==> config.mk <==
export PLATFORM = sky130hd
export DESIGN_NAME = tpc_queue
export DESIGN_NICKNAME = d
export VERILOG_FILES = /design/src/tpc_pkg.sv /design/src/tpc_queue.sv
export SDC_FILE = /design/constraint.sdc
export NUM_CORES = 1
export LEC_CHECK = 0
export BUFFER_PORTS_ARGS = -buffer_cell sky130_fd_sc_hd__buf_2
export CAP_MARGIN = 40
export CORE_MARGIN = 2
export CORE_UTILIZATION = 55
export CTS_CLUSTER_SIZE = 16
export DETAILED_ROUTE_END_ITERATION = 10
export PLACE_DENSITY = 0.77
export SYNTH_ARGS = -nofsm -noshare
export SYNTH_HDL_FRONTEND = slang
export SYNTH_SLANG_ARGS = --single-unit
==> constraint.sdc <==
create_clock -name clk -period 4 [get_ports clk]
set_clock_uncertainty 0.05 [all_clocks]
set_input_delay 0.4 -clock clk [delete_from_list [all_inputs] [get_ports clk]]
set_output_delay 0.4 -clock clk [all_outputs]
set_load 0.02 [all_outputs]
==> src/tpc_pkg.sv <==
package tpc_pkg;

    // sample and pixel widths
    localparam int SAMPLE_BITS = 12;
    localparam int PIXEL_BITS  = 12;

    // largest allowed move between the two sample pairs
    localparam int STABLE_LIMIT = 100;

    // configuration port
    localparam int CFG_INDEX_BITS = 3;
    localparam int CFG_DATA_BITS  = (SAMPLE_BITS > PIXEL_BITS) ? SAMPLE_BITS : PIXEL_BITS;

    localparam logic [CFG_INDEX_BITS-1:0] REG_CAL_MIN_X     = 3'd0;
    localparam logic [CFG_INDEX_BITS-1:0] REG_CAL_MAX_X     = 3'd1;
    localparam logic [CFG_INDEX_BITS-1:0] REG_CAL_MIN_Y     = 3'd2;
    localparam logic [CFG_INDEX_BITS-1:0] REG_CAL_MAX_Y     = 3'd3;
    localparam logic [CFG_INDEX_BITS-1:0] REG_SCREEN_WIDTH  = 3'd4;
    localparam logic [CFG_INDEX_BITS-1:0] REG_SCREEN_HEIGHT = 3'd5;
    localparam logic [CFG_INDEX_BITS-1:0] REG_VALID_LOW     = 3'd6;
    localparam logic [CFG_INDEX_BITS-1:0] REG_VALID_HIGH    = 3'd7;

    // arithmetic widths: signed offset times size, quotient magnitude
    localparam int DEN_W = SAMPLE_BITS + 1;
    localparam int NUM_W = SAMPLE_BITS + PIXEL_BITS + 2;
    localparam int QUO_W = SAMPLE_BITS + PIXEL_BITS;

    // job queue between front and back
    localparam int QUEUE_DEPTH = 4;
    localparam int QPTR_W      = $clog2(QUEUE_DEPTH);

    // one axis of a classified report
    typedef struct packed {
        logic signed [NUM_W-1:0] num;
        logic signed [DEN_W-1:0] den;
        logic [PIXEL_BITS-1:0]   size;
    } axis_job_t;

    // one classified report
    typedef struct packed {
        logic      ok;
        axis_job_t x;
        axis_job_t y;
    } job_t;

endpackage

==> src/tpc_queue.sv <==
module tpc_queue (
    input  logic          clk,
    input  logic          rst_n,
    input  logic          wr_en,
    input  tpc_pkg::job_t wr_data,
    output logic          full,
    input  logic          rd_en,
    output tpc_pkg::job_t rd_data,
    output logic          empty
);
    import tpc_pkg::*;

    job_t              slot_reg [QUEUE_DEPTH];
    logic [QPTR_W-1:0] wr_ptr_reg, rd_ptr_reg;
    logic [QPTR_W:0]   count_reg;

    assign full    = (count_reg == (QPTR_W+1)'(QUEUE_DEPTH));
    assign empty   = (count_reg == '0);
    assign rd_data = slot_reg[rd_ptr_reg];

    // advance pointers and count
    always_ff @(posedge clk or negedge rst_n)
    begin
        if (!rst_n)
        begin
            wr_ptr_reg <= '0;
            rd_ptr_reg <= '0;
            count_reg  <= '0;
        end
        else
        begin
            if (wr_en)
                wr_ptr_reg <= wr_ptr_reg + 1'b1;
            if (rd_en)
                rd_ptr_reg <= rd_ptr_reg + 1'b1;
            if (wr_en && !rd_en)
                count_reg <= count_reg + 1'b1;
            else if (rd_en && !wr_en)
                count_reg <= count_reg - 1'b1;
        end
    end

    // store the incoming beat
    always_ff @(posedge clk)
    begin
        if (wr_en)
            slot_reg[wr_ptr_reg] <= wr_data;
    end

endmodule

# After elaboration in Yosys (flattened, before gate mapping)
# Memory sizes are Yosys's and may differ from the RTL's.
# Index checks and enable logic that the tools add are counted.
totals:
  regBits: 7
  inputBits: 107
  out_inout_bits: 105
  n_memories: 1
  ramBits: 412
  wordCells: 19
mem_list:
  columns: ["name", "words", "word_bits", "rd", "rd_clocked_by_memory_dff", "wr", "line", "text"]
  rows:
  - ["slot_reg", 4, 103, 1, 0, 1, "tpc_queue.sv:13", "job_t slot_reg [QUEUE_DEPTH];"]
classes:
  mux: 4
  eq_ne: 1
  n_reduce_logical: 6
  add_sub_neg: 4
ops:
  columns: ["cell", "n"]
  rows:
  - ["$mux W3", 2]
  - ["$add A2 B1 Y2 const B", 2]
  - ["$add A3 B1 Y3 const B", 1]
  - ["$eq A3 B3 Y1 const B", 1]
  - ["$logic_not A3 Y1", 1]
  - ["$sub A3 B1 Y3 const B", 1]
  - ["$logic_and A1 B1 Y1", 2]
  - ["$logic_not A1 Y1", 2]
  - ["$mux W1", 2]
  - ["$reduce_bool A2 Y1", 1]

# Longest topological paths before layout
logic_depth:
  word_depth: 4
  mapped_depth: 7
  depth_no_buf: 7

# Least setup slack after synthesis
# Ideal clock, no wire load.
synth_timing:
  kind: "register to register"
  from: "register wr_ptr_reg[0]"
  to: "memory slot_reg[2][0] in the netlist's numbering (enable)"
  arrival_ps: 2994
  path_buffers: 0
  setup_slack_ps: 483
  path_stages_with_launch: 4
  cell_sequence: "dfrtp_1 > inv_1 > ha_1 > and2_1"
synth_rtl:
  columns: ["item", "line", "text"]
  rows:
  - ["start, declared", "tpc_queue.sv:14", "logic [QPTR_W-1:0] wr_ptr_reg, rd_ptr_reg;"]
  - ["start signal, assigned", "tpc_queue.sv:33", "wr_ptr_reg <= wr_ptr_reg + 1'b1;"]
  - ["end, declared", "tpc_queue.sv:13", null]
# Straight into the memory's write port.

==> Flow_metrics.wiki <==
{| class="wikitable"
! Metric !! Value
|-
| Initial Utilization || 0.5632
|-
| Antenna violations before repair || 3
|-
| Number of DRC violations after detailed-routing iteration 0 || approximately 560
|-
| Share of the synthesized area in the top cell type || 0.8106
|-
| Top Ports || ~210
|-
| Overall power || approximately 14 mW
|-
| HPWL after DPL || about 17,000 um
|-
| Count of buffers from port buffering || between 200 and 250
|-
| Setup crit end kind || output pin
|-
| Critical path capture point || rd_data[7]
|-
| Flops & latches, synth || 419
|-
| Post-CTS Setup Bufs || 0
|-
| Share of flip-flops with an asynchronous set or reset || 0.01671
|-
| First-pass GRT wire length || 42,770 um
|-
| Final clock period utilization by the worst path || 0.7361
|-
| Synth warn || 0
|-
| Category of the critical setup timing path || reg2out
|-
| Mean post-synth cell area || 26.64 um^2
|-
| Flip-flop count of the largest register, all copies and words added || 412
|-
| Clock edge transition at the registers on the reported setup and hold paths || around 60 ps
|-
| Routed metal-1 wirelength || 10,750 um
|-
| Max Clk Rate || 339.6 MHz
|-
| Post-route antenna net violation count || 0
|-
| Final WL || 28,620 um
|-
| Number of resized instances in the post-cts repair step || 0
|-
| Status || completed
|-
| Nets || between 900 and 1,000
|-
| CP Data Arrival Time || 2490 ps
|-
| Type of the worst min-delay path || in2reg
|-
| Highest routing layer actually used || met5
|-
| Net switching power || 4.309 mW
|-
| Count of flip-flops with a built-in enable after synthesis || 412
|-
| Max-slew violation count || 0
|-
| Commonest cells post-synth || 412 x sky130_fd_sc_hd__edfxtp_1, 103 x sky130_fd_sc_hd__mux4_2, 12 x sky130_fd_sc_hd__buf_2, 7 x sky130_fd_sc_hd__dfrtp_1
|-
| Transition at the pin with the smallest max-transition slack || 822.7 ps
|-
| Final-layout setup total negative slack || 0 ps
|-
| Post-synth cell types || 20
|-
| Terminus of the critical flop-to-flop path || slot_reg[2][66]$_DFFE_PP_
|-
| Number of clock sinks || 419
|-
| DRT Pass-1 Iters || 5
|-
| Number of buffers created by CTS || a little over 40
|-
| Share of synthesized area occupied by flip-flops and latches || 0.8221
|-
| H-tree levels || 2
|-
| Routed wire length per instance || 23.36 um
|-
| DRC || 0
|-
| R2R depth || 5
|-
| Req. time, crit path || between 3000 and 4000 ps
|-
| Combinational cell fraction of total power || 0.305
|-
| Number of endpoints with negative hold slack in the final report || 0
|-
| Cell area after synthesis || 15,260 um^2
|-
| Leading post-synthesis cells by cell area || sky130_fd_sc_hd__edfxtp_1 81%, sky130_fd_sc_hd__mux4_2 15%, sky130_fd_sc_hd__dfrtp_1 1.1%
|-
| Minimum period implied by the final worst setup slack || 2944 ps
|-
| Synthesized netlist net count || 686
|-
| Met3 wirelength from detailed routing || 2460 um
|-
| Syn Inst Count || 573
|-
| Setup repair after global routing missed its margin || false
|-
| Share of power burned in the clock network || 0.258
|-
| Fillers || 1,676
|-
| Ratio of cells with drive above 1 in the final layout || 0.4641
|-
| Top fanout value on the critical path || 53
|-
| Clk root buf || sky130_fd_sc_hd__clkbuf_16
|-
| Buffer levels on the longest clock path || 3
|-
| Layout area overhead || 18.74%
|-
| Skew-Pair Late Insertion Delay || approximately 520 ps
|-
| Beginning of the worst register-to-register path || wr_ptr_reg[0]$_DFFE_PN0P_
|-
| Startpoint type of the worst setup path || register
|-
| Switching part of the total || 0.3104
|-
| Overall die area || 29,100 um^2
|-
| Die Wd || approximately 170 um
|-
| Cell count after placement || 1,145
|-
| Relative contribution of sequential cells to total power || 0.436
|-
| Slew margin rel. || 0.4515
|-
| Overall global routing resource usage || 0.1989
|-
| Area leader, netlist || sky130_fd_sc_hd__edfxtp_1
|-
| Count leader, synth || sky130_fd_sc_hd__edfxtp_1
|-
| Total setup violations reported at the end of the flow || 0
|-
| Clock tree from TritonCTS || yes
|-
| VDD IR max || 0.5758 mV
|-
| Vias per cell || roughly 5.6
|-
| Final Instance Count excl. Fillers || 1,225
|-
| Worst-case register-to-register setup slack || 1910 ps
|-
| Pin count of the biggest net entering global routing || 66
|-
| Max-cap violations || 0
|-
| Vias post-DR || 6,841
|-
| Gpl congestion || 0.7356
|-
| Internal power of the cells || 9.576 mW
|-
| Power per unit of standard cell area || 766.2 nW/um^2
|-
| Vias in the first global route || 7,431
|-
| Met2 WL post-DR || 14,910 um
|-
| Start point of the critical path || rd_ptr_reg[1]$_DFFE_PN0P_
|-
| Most used flip-flop cell after synthesis || sky130_fd_sc_hd__edfxtp_1
|-
| Placeable Area || 27,100 um^2
|-
| Die height || 170.6 um
|-
| Overflow left after global routing || 0
|-
| Pleak || 6.211 nW
|-
| Cell row count || 60
|}
==> area by class of cell <==
cell class | count | area (um^2) | share of cell area
clock buffer | 48 | 1095 | 0.06041
timing repair buffer | 225 | 1276 | 0.07042
sequential | 419 | 12550 | 0.6928
tap | 372 | 465.4 | 0.02568
inverter | 4 | 15.01 | 0.0008285
multi-input combinational | 126 | 2530 | 0.1396
antenna | 4 | 10.01 | 0.0005523
clock inverter | 27 | 176.4 | 0.009735
==> what timing repair did <==
action / CTS / global route
setup endpoints to repair: 0 / 0
hold buffers: 1 / 0
endpoints found under the hold margin: 7 / 0
==> metrics by stage <==
step	setup WS, ps	util	cell area, um^2	hold slack [ps]
floorplan	482.9	-	15260	54.41
global placement	1618	0.6181	16750	186.7
detailed placement	1576	0.6211	16830	198.6
CTS	1032	0.6683	18110	22.30
global route	955.1	0.6683	18110	30.06
finish	1056	0.6687	18120	42.17
==> critical path, stage by stage, from the launching register on <==
cell and delay, ps:
sky130_fd_sc_hd__dfrtp_4 910, sky130_fd_sc_hd__buf_12 390, sky130_fd_sc_hd__mux4_2 400, sky130_fd_sc_hd__buf_2 190
==> cell families (layout without fill, tap and decap cells) <==
family / Yosys count / in the layout / synth area share
xor+xnor: 6 / 6 / 0.003443
fa+ha+maj: 6 / 6 / 0.005411
simple gates: 9 / 9 / 0.003197
other cells: 0 / 4 / 0
buf+inv: 28 / 304 / 0.01279
compound gates: 1 / 1 / 0.0003276
flops: 419 / 419 / 0.8221
mux: 104 / 104 / 0.1527
==> power by group through the flow <==
stage	registers, mW	clock network [mW]	logic [mW]
floorplan	6.03	0	3.10
global placement	6.09	0	4.20
detailed placement	6.15	0	4.32
CTS	6.07	3.67	4.34
global route	6.12	3.83	4.53
finish	6.06	3.58	4.24
==> routing by layer <==
metal / vias up / global-route usage
li1: 2962 / -
met1: 3546 / 0.2476
met2: 285 / 0.3485
met3: 44 / 0.05575
met4: 4 / 0.04868
met5: - / 0
==> how the worst min path moves through the flow <==
stage                      from                         to  depth (start not counted)  slack [ps]
detailed placement        rst_n   count_reg[2]$_DFFE_PN0P_                          1         200
finish              wr_data[42]  slot_reg[0][42]$_DFFE_PP_                          1          40
CTS                 wr_data[25]  slot_reg[2][25]$_DFFE_PP_                          1          20
global placement          rst_n   count_reg[2]$_DFFE_PN0P_                          1         190
global route        wr_data[40]  slot_reg[2][40]$_DFFE_PP_                          1          30
floorplan                 rst_n   count_reg[0]$_DFFE_PN0P_                          0          50
==> layout by cell type (no fill, tap or decap) <==
cell	synthesis	routed
sky130_fd_sc_hd__buf_2	12	211
sky130_fd_sc_hd__and2_4	0	4
sky130_fd_sc_hd__clkbuf_1	4	5
sky130_fd_sc_hd__mux4_2	103	103
sky130_fd_sc_hd__nor2_1	1	1
sky130_fd_sc_hd__bufinv_16	0	2
sky130_fd_sc_hd__nand2_1	2	2
sky130_fd_sc_hd__edfxtp_1	412	412
sky130_fd_sc_hd__diode_2	0	4
sky130_fd_sc_hd__ha_1	5	5
sky130_fd_sc_hd__buf_4	1	4
sky130_fd_sc_hd__clkbuf_16	0	43
sky130_fd_sc_hd__fa_1	1	1
sky130_fd_sc_hd__o21ai_0	1	1
sky130_fd_sc_hd__clkinv_2	0	14
sky130_fd_sc_hd__buf_12	0	9
sky130_fd_sc_hd__nor3b_1	1	1
sky130_fd_sc_hd__clkinv_1	0	10
sky130_fd_sc_hd__inv_6	0	1
sky130_fd_sc_hd__nor3_1	1	1
sky130_fd_sc_hd__mux2_2	1	1
sky130_fd_sc_hd__dfrtp_1	7	5
sky130_fd_sc_hd__dfrtp_4	0	2
sky130_fd_sc_hd__inv_1	4	4
sky130_fd_sc_hd__xor2_1	4	4
sky130_fd_sc_hd__xnor2_1	2	2
sky130_fd_sc_hd__dlygate4sd3_1	0	1
(Power assumes the default switching activity.)
