### src/tpc_pkg.sv
package tpc_pkg;

    // sample and pixel widths
    localparam int SAMPLE_BITS = 12;
    localparam int PIXEL_BITS  = 12;

    // largest allowed move between the two sample pairs
    localparam int STABLE_LIMIT = 100;

    // configuration port
    localparam int CFG_INDEX_BITS = 3;
    localparam int CFG_DATA_BITS  = (SAMPLE_BITS > PIXEL_BITS) ? SAMPLE_BITS : PIXEL_BITS;

    localparam logic [CFG_INDEX_BITS-1:0] REG_CAL_MIN_X     = 3'd0;
    localparam logic [CFG_INDEX_BITS-1:0] REG_CAL_MAX_X     = 3'd1;
    localparam logic [CFG_INDEX_BITS-1:0] REG_CAL_MIN_Y     = 3'd2;
    localparam logic [CFG_INDEX_BITS-1:0] REG_CAL_MAX_Y     = 3'd3;
    localparam logic [CFG_INDEX_BITS-1:0] REG_SCREEN_WIDTH  = 3'd4;
    localparam logic [CFG_INDEX_BITS-1:0] REG_SCREEN_HEIGHT = 3'd5;
    localparam logic [CFG_INDEX_BITS-1:0] REG_VALID_LOW     = 3'd6;
    localparam logic [CFG_INDEX_BITS-1:0] REG_VALID_HIGH    = 3'd7;

    // arithmetic widths: signed offset times size, quotient magnitude
    localparam int DEN_W = SAMPLE_BITS + 1;
    localparam int NUM_W = SAMPLE_BITS + PIXEL_BITS + 2;
    localparam int QUO_W = SAMPLE_BITS + PIXEL_BITS;

    // job queue between front and back
    localparam int QUEUE_DEPTH = 4;
    localparam int QPTR_W      = $clog2(QUEUE_DEPTH);

    // one axis of a classified report
    typedef struct packed {
        logic signed [NUM_W-1:0] num;
        logic signed [DEN_W-1:0] den;
        logic [PIXEL_BITS-1:0]   size;
    } axis_job_t;

    // one classified report
    typedef struct packed {
        logic      ok;
        axis_job_t x;
        axis_job_t y;
    } job_t;

endpackage

### src/tpc_front.sv
module tpc_front (
    input  logic                                 clk,
    input  logic                                 rst_n,
    input  logic                                 cfg_we,
    input  logic [tpc_pkg::CFG_INDEX_BITS-1:0]   cfg_index,
    input  logic [tpc_pkg::CFG_DATA_BITS-1:0]    cfg_data,
    input  logic                                 touch_active,
    input  logic [tpc_pkg::SAMPLE_BITS-1:0]      first_x,
    input  logic [tpc_pkg::SAMPLE_BITS-1:0]      first_y,
    input  logic [tpc_pkg::SAMPLE_BITS-1:0]      second_x,
    input  logic [tpc_pkg::SAMPLE_BITS-1:0]      second_y,
    output tpc_pkg::job_t                        job
);
    import tpc_pkg::*;

    logic [SAMPLE_BITS-1:0] cal_min_x_reg, cal_max_x_reg, cal_min_y_reg, cal_max_y_reg;
    logic [SAMPLE_BITS-1:0] valid_low_reg, valid_high_reg;
    logic [PIXEL_BITS-1:0]  screen_width_reg, screen_height_reg;

    logic [SAMPLE_BITS-1:0] diff_x, diff_y;
    logic                   stable, in_window;
    logic signed [DEN_W-1:0] off_x, off_y;
    logic signed [PIXEL_BITS:0] size_x, size_y;

    // take configuration writes
    always_ff @(posedge clk or negedge rst_n)
    begin
        if (!rst_n)
        begin
            cal_min_x_reg     <= SAMPLE_BITS'(200);
            cal_max_x_reg     <= SAMPLE_BITS'(3900);
            cal_min_y_reg     <= SAMPLE_BITS'(200);
            cal_max_y_reg     <= SAMPLE_BITS'(3900);
            screen_width_reg  <= PIXEL_BITS'(320);
            screen_height_reg <= PIXEL_BITS'(240);
            valid_low_reg     <= SAMPLE_BITS'(200);
            valid_high_reg    <= SAMPLE_BITS'(4000);
        end
        else if (cfg_we)
        begin
            unique case (cfg_index)
                REG_CAL_MIN_X:     cal_min_x_reg     <= cfg_data[SAMPLE_BITS-1:0];
                REG_CAL_MAX_X:     cal_max_x_reg     <= cfg_data[SAMPLE_BITS-1:0];
                REG_CAL_MIN_Y:     cal_min_y_reg     <= cfg_data[SAMPLE_BITS-1:0];
                REG_CAL_MAX_Y:     cal_max_y_reg     <= cfg_data[SAMPLE_BITS-1:0];
                REG_SCREEN_WIDTH:  screen_width_reg  <= cfg_data[PIXEL_BITS-1:0];
                REG_SCREEN_HEIGHT: screen_height_reg <= cfg_data[PIXEL_BITS-1:0];
                REG_VALID_LOW:     valid_low_reg     <= cfg_data[SAMPLE_BITS-1:0];
                REG_VALID_HIGH:    valid_high_reg    <= cfg_data[SAMPLE_BITS-1:0];
                default:           ;
            endcase
        end
    end

    // classify the report: stable pair, first pair inside the window;
    // form numerators and spans for the divider
    always_comb
    begin
        diff_x = (first_x > second_x) ? first_x - second_x : second_x - first_x;
        diff_y = (first_y > second_y) ? first_y - second_y : second_y - first_y;
        stable = (diff_x <= SAMPLE_BITS'(STABLE_LIMIT)) &&
                 (diff_y <= SAMPLE_BITS'(STABLE_LIMIT));
        in_window = (first_x <= valid_high_reg) && (first_y <= valid_high_reg) &&
                    (first_x >= valid_low_reg) && (first_y >= valid_low_reg);
        job.ok = touch_active && stable && in_window;

        off_x  = $signed({1'b0, first_x}) - $signed({1'b0, cal_min_x_reg});
        off_y  = $signed({1'b0, first_y}) - $signed({1'b0, cal_min_y_reg});
        size_x = $signed({1'b0, screen_width_reg});
        size_y = $signed({1'b0, screen_height_reg});
        job.x.num  = NUM_W'(off_x * size_x);
        job.y.num  = NUM_W'(off_y * size_y);
        job.x.den  = $signed({1'b0, cal_max_x_reg}) - $signed({1'b0, cal_min_x_reg});
        job.y.den  = $signed({1'b0, cal_max_y_reg}) - $signed({1'b0, cal_min_y_reg});
        job.x.size = screen_width_reg;
        job.y.size = screen_height_reg;
    end

endmodule

### config.mk
export PLATFORM = sky130hd
export DESIGN_NAME = tpc_front
export DESIGN_NICKNAME = d
export VERILOG_FILES = /design/src/tpc_pkg.sv /design/src/tpc_front.sv
export SDC_FILE = /design/constraint.sdc
export NUM_CORES = 1
export LEC_CHECK = 0
export BUFFER_PORTS_ARGS = -buffer_cell sky130_fd_sc_hd__buf_2
export CAP_MARGIN = 20
export CORE_UTILIZATION = 45
export CTS_BUF_LIST = sky130_fd_sc_hd__clkbuf_2
export CTS_CLUSTER_SIZE = 10
export DETAILED_ROUTE_END_ITERATION = 10
export PLACE_DENSITY_LB_ADDON = 0.08
export REMOVE_ABC_BUFFERS = 1
export SLEW_MARGIN = 20
export SYNTH_ARGS = -nofsm -noshare
export SYNTH_HDL_FRONTEND = slang
export SYNTH_SLANG_ARGS = --single-unit
### constraint.sdc
create_clock -name clk -period 9.29 [get_ports clk]
set_input_delay 0.4645 -clock clk [delete_from_list [all_inputs] [get_ports clk]]
set_output_delay 0.4645 -clock clk [all_outputs]
set_load 0.005 [all_outputs]
# == Word level (Yosys, flattened, before mapping) ==
# Cells that the tools add are included.
# totals
regBits,96
output_inout_bits,103
# op_classes
n_addsub,8
multipliers,2
order_cmp,8
eq_ne,7
mux,2
reduce_logical,15
# ops
op,count
$mul 13x13->26,2
$sub 12x12->13,4
$sub 12x12->12,4
$ge 12x12->1,2
$gt 12x12->1,2
$le 12x12->1,2
$le 12x7->1 const B,2
$mux 12,2
$reduce_and 2->1,8
$eq 3x3->1 const B,4
$eq 3x2->1 const B,2
$logic_and 1x1->1,6
$eq 3x1->1 const B,1
$logic_not 3->1,1

# == Logic depth before layout (Yosys ltp) ==
# Gate-level depths: netlist of run 1.
# logic_depth
ltp_word,6
mapped_depth,34
ltp_nobuf,33

# == Worst setup path before layout of run 1 ==
# OpenSTA, ideal clock, no wires.
# synth_path
path_type,register to output
from,register cal_min_x_reg[1]
to,output port job[100] (netlist bit)
arrival_ns,7.200
required_ns,8.826
setup_slack_ns,1.626
stages_incl_launch_ff,33
path_cell_list,dfrtp_1 -> inv_1 -> ha_1 -> nor2b_1 -> o21ai_1 -> nand2b_1 -> a21o_1 -> a21o_1 -> a21o_1 -> a41o_1 -> o41ai_1 -> xnor2_1 -> clkbuf_1 -> and2_1 -> fa_1 -> inv_1 -> fa_1 -> inv_1 -> fa_1 -> fa_1 -> inv_1 -> fa_1 -> inv_1 -> ha_1 -> or3_1 -> a31o_2 -> a31oi_1 -> nor2b_1 -> o21a_1 -> a2111oi_0 -> o21bai_1 -> a21oi_1 -> xnor2_1
# synth_rtl
item,line,rtl
from (decl),tpc_front.sv:16,"logic [SAMPLE_BITS-1:0] cal_min_x_reg, cal_max_x_reg, cal_min_y_reg, cal_max_y_reg;"
from (signal assigned),tpc_front.sv:42,REG_CAL_MIN_X: cal_min_x_reg <= cfg_data[SAMPLE_BITS-1:0];
to (decl),tpc_front.sv:12,output tpc_pkg::job_t job

==> results of run 1 <==
-- metal layers --
layer,global-route usage,vias up,routed length (um)
li1,-,7711,-
met5,0,-,27
met3,0.0217,35,1750
met2,0.396,273,25000
met4,0.0244,4,427
met1,0.324,8011,24800
-- worst min-delay path, stage by stage --
cell     delay (ps)
buf_2           180
nand2_1          70
o21ai_0          70
-- worst paths after layout --
path,slack [ps],from,to,cells past startpoint
worst max-delay path,460,cal_min_x_reg[1],job[100],32
worst min register to register,550,valid_low_reg[10],valid_low_reg[10],1
worst min-delay path,90,cfg_data[3],cal_min_x_reg[3],3
min in group asynchronous,260,rst_n,cal_max_x_reg[6],2
worst max register to register,8140,screen_height_reg[10],screen_height_reg[10],1
max in group asynchronous,7800,rst_n,cal_min_y_reg[1],3
-- cells in the mapped netlist, drive strengths merged (14+ instances only) --
| cell | n |
|---|---|
| ha | 264 |
| xor2 | 31 |
| nand2 | 225 |
| nor2 | 81 |
| o21ai | 79 |
| a21oi | 78 |
| clkbuf | 58 |
| a211oi | 14 |
| mux2 | 73 |
| and2 | 126 |
| nor3 | 27 |
| a21o | 36 |
| fa | 300 |
| inv | 543 |
| dfstp | 37 |
| dfrtp | 59 |
| nand2b | 33 |
| xnor2 | 64 |
| nor2b | 52 |
| nand3 | 25 |
-- cells by family after synthesis --
kind of cell / count (synthesis) / synth area share
AO/OA/AOI/OAI: 302 / 0.0940
AND/OR/NAND/NOR: 621 / 0.150
flip-flops: 96 / 0.117
buffers and inverters: 612 / 0.111
adder cells (fa/ha/maj): 564 / 0.446
XOR/XNOR: 95 / 0.0399
multiplexers: 79 / 0.0423
-- per-stage QoR --
| step | worst slack [ps] | std cells |
|---|---|---|
| floorplan | 1210 | 2300 |
| global placement | 775 | 3092 |
| detailed placement | 556 | 3092 |
| CTS | 35.6 | 3109 |
| global route | -39.2 | 3116 |
| finish | 456 | 3118 |
-- cell usage in the layout (no fill, tap or decap), types with 12 or more instances in the layout --
cell type  synthesis  routed
a211oi_1          14      14
nand3_1           24      24
buf_2              5     168
and2_1           126     126
xnor2_1           64      62
nor2b_1           52      52
buf_4              1      29
a21oi_1           78      76
nor2_1            81      81
o211ai_1          12      12
nor3_1            27      25
mux2_2            72      72
fa_1             300     300
nand2_1          224     224
dfrtp_1           59      57
a21o_1            36      36
o21ai_0           70      68
xor2_1            31      31
nand4_1           12      12
dfstp_2           37      37
ha_1             264     262
inv_1            542     540
nand2b_1          33      33
-- area by class of cell --
class	instances	area, um^2	share of cell area
multi-input cells	1661	16300	0.716
flip-flops and latches	96	2450	0.108
inverters	543	2050	0.0901
repair buffers	198	1070	0.0471
well taps	600	751	0.0331
clock inverters	7	81.3	0.00358
clock buffers	9	45.0	0.00198
diodes	4	10.0	0.000441
-- repair_timing --
action                                  4_1_cts  5_1_grt
endpoints found under the setup margin        0       14
buffers inserted                              0        5
resized for setup                             0       26
hold buffers                                  1        0
hold endpoints to repair                     23        0
==> flow_metrics.py, run 1 <==
metrics = {
    "setup_path": {
        "crit_type": "flop to output pin",
        "cp_slowest_stage_delay_ps": 540,
        "crit_buf_inv": 6,
        "cp_max_fo": 12,
        "crit_path_start_kind": "flop",
        "end_kind": "output pin",
        "critPathArrivalTime_ps": 8370,
        "cp.required_ps": 8830,
        "cp_slowest_cell": "fa_1",
        "cp_top_family": "adder cells",
    },
    "cts": {
        "htree_levels": 3,
        "cts_buffers": 9,
        "ctsRootBufferMaster": "clkbuf_2",
        "tritoncts": "built",
        "clk_latency_ps": 650,
        "numClockSinks": 96,
        "clock_path_buffers": 2,
        "clk_pin_slew_worst_paths_ps": 310,
    },
    "drt": {
        "drtAntennaViolNets": 0,
        "drcViolationCount": 0,
        "post_drt_wl_per_cell_um": 16.7,
        "wirelength_um": 52000,
        "via_count": 16000,
        "drt_iter0_drc": 625,
        "via_per_inst": 5.14,
        "drtPass1Iterations": 4,
    },
    "place": {
        "port_buffers": 169,
        "gp_congestion": 0.891,
        "dp_hpwl_um": 43000,
        "place_area_um2": 22400,
    },
    "logic_synthesis": {
        "synth_edf_count": 0,
        "synth_seq_area_share": 0.117,
        "synth_cell_types": 73,
        "async_flop_share": 1.00,
        "ys_warn_count": 0,
        "syn_area_um2": 20900,
        "synthFlopType": "dfrtp_1",
        "synth.avg_cell_area_um2": 8.81,
        "syn_inst": 2369,
        "ys_seq_elements": 96,
        "synth_area_leaders": "fa_1, ha_1, inv_1",
        "synth_top_area_share": 0.288,
        "synth_area_leader_cell": "fa_1",
    },
    "global_route": {
        "gr-total-overflow": 0,
        "grt_pass1_vias": 17000,
        "grt_antenna_before_repair": 4,
        "grt_max_degree": 59,
        "track_usage": 0.231,
        "grt_pass1_wl_um": 86600,
    },
    "floorplanning": {
        "die-area_um2": 47300,
        "die_w_um": 217,
        "initial_core_util": 0.458,
        "core_um2": 45600,
        "num_rows": 78,
        "boundaryPins": 170,
        "die_y_um": 217,
    },
    "sta": {
        "fin_crit_ps": 8830,
        "fmax_ghz": 0.113,
        "finalCritPeriodShare": 0.951,
        "relSlewSlack": 0.316,
        "hold_ws_ps": 86.0,
        "fin_tns_setup_ps": 0,
        "drv_slew": 0,
        "fin_skew_ps": 0,
        "worstMarginPinSlew_ps": 1020,
        "setup_viol": 0,
        "hold_viol": 0,
    },
    "layout": {
        "final_util": 0.498,
        "fillers": 4403,
        "drive_gt1_frac": 0.145,
        "fin_area_um2": 22700,
        "fin_nets": 3140,
        "area_growth_pct": 8.75,
    },
    "run_status": {
        "status": "complete, no violations",
    },
    "run": {
        "maxCapViolCount": 0,
    },
    "hold_path": {
        "hp-class": "input port to flop",
    },
}
Power of run 1 is left out: the tool's default activity adds up to more than one toggle a clock period on the data nets, which glitch-free logic cannot reach.
==> run 2: changes to the inputs <==
--- a/config.mk
+++ b/config.mk
@@ -8,9 +8,10 @@
 export BUFFER_PORTS_ARGS = -buffer_cell sky130_fd_sc_hd__buf_2
 export CAP_MARGIN = 20
 export CORE_UTILIZATION = 45
-export CTS_BUF_LIST = sky130_fd_sc_hd__clkbuf_2
+export CTS_BUF_LIST = sky130_fd_sc_hd__clkbuf_8
 export CTS_CLUSTER_SIZE = 10
 export DETAILED_ROUTE_END_ITERATION = 10
+export GPL_TIMING_DRIVEN = 0
 export PLACE_DENSITY_LB_ADDON = 0.08
 export REMOVE_ABC_BUFFERS = 1
 export SLEW_MARGIN = 20
==> flow_metrics.py, run 2 (synthesized netlist as in run 1, its figures left out) <==
metrics = {
    "place": {
        "port_buffers": 169,
        "gp_congestion": 0.863,
        "dp_hpwl_um": 42200,
        "dp_slack_ps": 10.8,
    },
    "setup_path": {
        "crit_type": "flop to output pin",
        "cp_slowest_stage_delay_ps": 560,
        "critPathArrivalTime_ps": 8290,
        "regToRegStartpoint": "screen_height_reg[8]",
        "rr_worst_depth": 1,
        "ff2ff_setup_slack_ps": 8140,
        "worstReg2RegEnd": "screen_height_reg[8]",
        "crit_path_start_kind": "flop",
        "cp_max_fo": 12,
        "cp_slowest_cell": "fa_1",
        "end_kind": "output pin",
        "cpMostUsedCell": "inv_1",
        "cp.required_ps": 8830,
    },
    "global_route": {
        "grt_antenna_before_repair": 3,
        "grt_pass1_vias": 16800,
        "use_met2": 0.386,
        "met1_usage": 0.311,
        "grt_util_met3": 0.0198,
        "grt_pass1_wl_um": 85100,
        "gr-total-overflow": 0,
        "track_usage": 0.226,
        "top_usage_layer": "met2",
        "grt_max_degree": 73,
    },
    "sta": {
        "drv_slew": 0,
        "finalCritPeriodShare": 0.942,
        "setup_viol": 0,
        "fin_crit_ps": 8750,
        "fin_skew_ps": 0,
        "worstMarginPinSlew_ps": 1070,
        "hold_viol": 0,
        "layout_setup_ws_ps": 537,
        "rsz0062_at_grt": "false",
        "fmax_ghz": 0.114,
        "relSlewSlack": 0.284,
    },
    "drt": {
        "drtPass1Iterations": 5,
        "via_per_inst": 5.15,
        "drcViolationCount": 0,
        "via_count": 16000,
        "drt_iter0_drc": 684,
        "post_drt_wl_per_cell_um": 16.3,
        "drtAntennaViolNets": 0,
        "wirelength_um": 50700,
    },
    "floorplanning": {
        "die_y_um": 217,
        "boundaryPins": 170,
        "initial_core_util": 0.458,
        "die-area_um2": 47300,
        "core_um2": 45600,
        "num_rows": 78,
        "die_w_um": 217,
    },
    "cts": {
        "htree_levels": 3,
        "clk_pin_slew_worst_paths_ps": 110,
        "tritoncts": "built",
        "ctsRootBufferMaster": "clkbuf_8",
        "clk_latency_ps": 390,
        "numClockSinks": 96,
        "cts_buffers": 9,
        "clock_path_buffers": 2,
    },
    "hold_path": {
        "hold_depth": 3,
        "min_to": "cal_max_x_reg[0]",
        "hold_start": "cfg_data[0]",
        "hp-class": "input port to flop",
    },
    "layout": {
        "fin_nets": 3126,
        "drive_gt1_frac": 0.140,
        "fillers": 4426,
        "layout_commonest_cell": "inv_1",
        "area_growth_pct": 9.11,
        "final_cell_mix": "inv_1, fa_1, ha_1",
    },
    "run_status": {
        "status": "complete, no violations",
    },
    "run": {
        "maxCapViolCount": 0,
    },
}
## run 2: changes by cell type in the layout (fill, tap and decap cells not counted), sizes merged
cell	before	now
diode	4	2
buf	197	181
inv	545	544
bufinv	0	1
xnor2	64	65
clkbuf	9	10
## run 2: through the flow
step           cell area, um^2  hold slack (ps)  setup TNS [ps]  cells   util
3_3_place_gp             22200              490           -3630   3069  0.487
6_report                 22800              395               0   3102  0.500
4_1_cts                  22600              378               0   3094  0.495
5_1_grt                  22800              400               0   3102  0.500
3_5_place_dp             22300              359               0   3077  0.490
2_1_floorplan            20600              169               0   2300      -
## run 2: timing repair
item | 4_1_cts | 5_1_grt
hold endpoints to repair | 11 | 0
pin swaps | 0 | 2
hold buffers | 1 | 0
setup buffers | 0 | 5
setup endpoints to repair | 2 | 13
cloned | 0 | 1
gates resized for setup | 2 | 19
## run 2: worst max-delay path by stage
stage,endpoint,start,cells past startpoint
6_report,job[101],cal_min_x_reg[1],32
5_1_grt,job[50],cal_min_y_reg[0],31
4_1_cts,job[47],cal_min_y_reg[0],32
3_5_place_dp,job[100],first_x[0],34
3_3_place_gp,job[100],first_x[0],34
2_1_floorplan,job[101],first_x[0],31
## run 2: worst max-delay path, delay by kind of cell (launching register included)
family / cells / cell delay (ps)
compound gates: 12 / 2750
buf+inv: 7 / 550
xor+xnor: 2 / 400
flops: 1 / 440
simple gates: 4 / 640
fa+ha+maj: 7 / 3150
## run 2: metal layers
metal / wire length [um] / part of all wire
met3: 1660 / 0.033
met2: 24300 / 0.48
met5: 10 / 0.00020
met4: 879 / 0.017
met1: 23900 / 0.47
## run 2: area by class of cell
cell class | instances | area (um^2) | share of cell area
diodes | 2 | 5.00 | 0.000220
multi-input cells | 1662 | 16300 | 0.717
clock buffers | 9 | 124 | 0.00544
inverters | 543 | 2050 | 0.0898
well taps | 600 | 751 | 0.0330
flip-flops and latches | 96 | 2450 | 0.107
clock inverters | 7 | 100 | 0.00439
repair buffers | 183 | 982 | 0.0431
Power of run 2 is left out for the same reason.
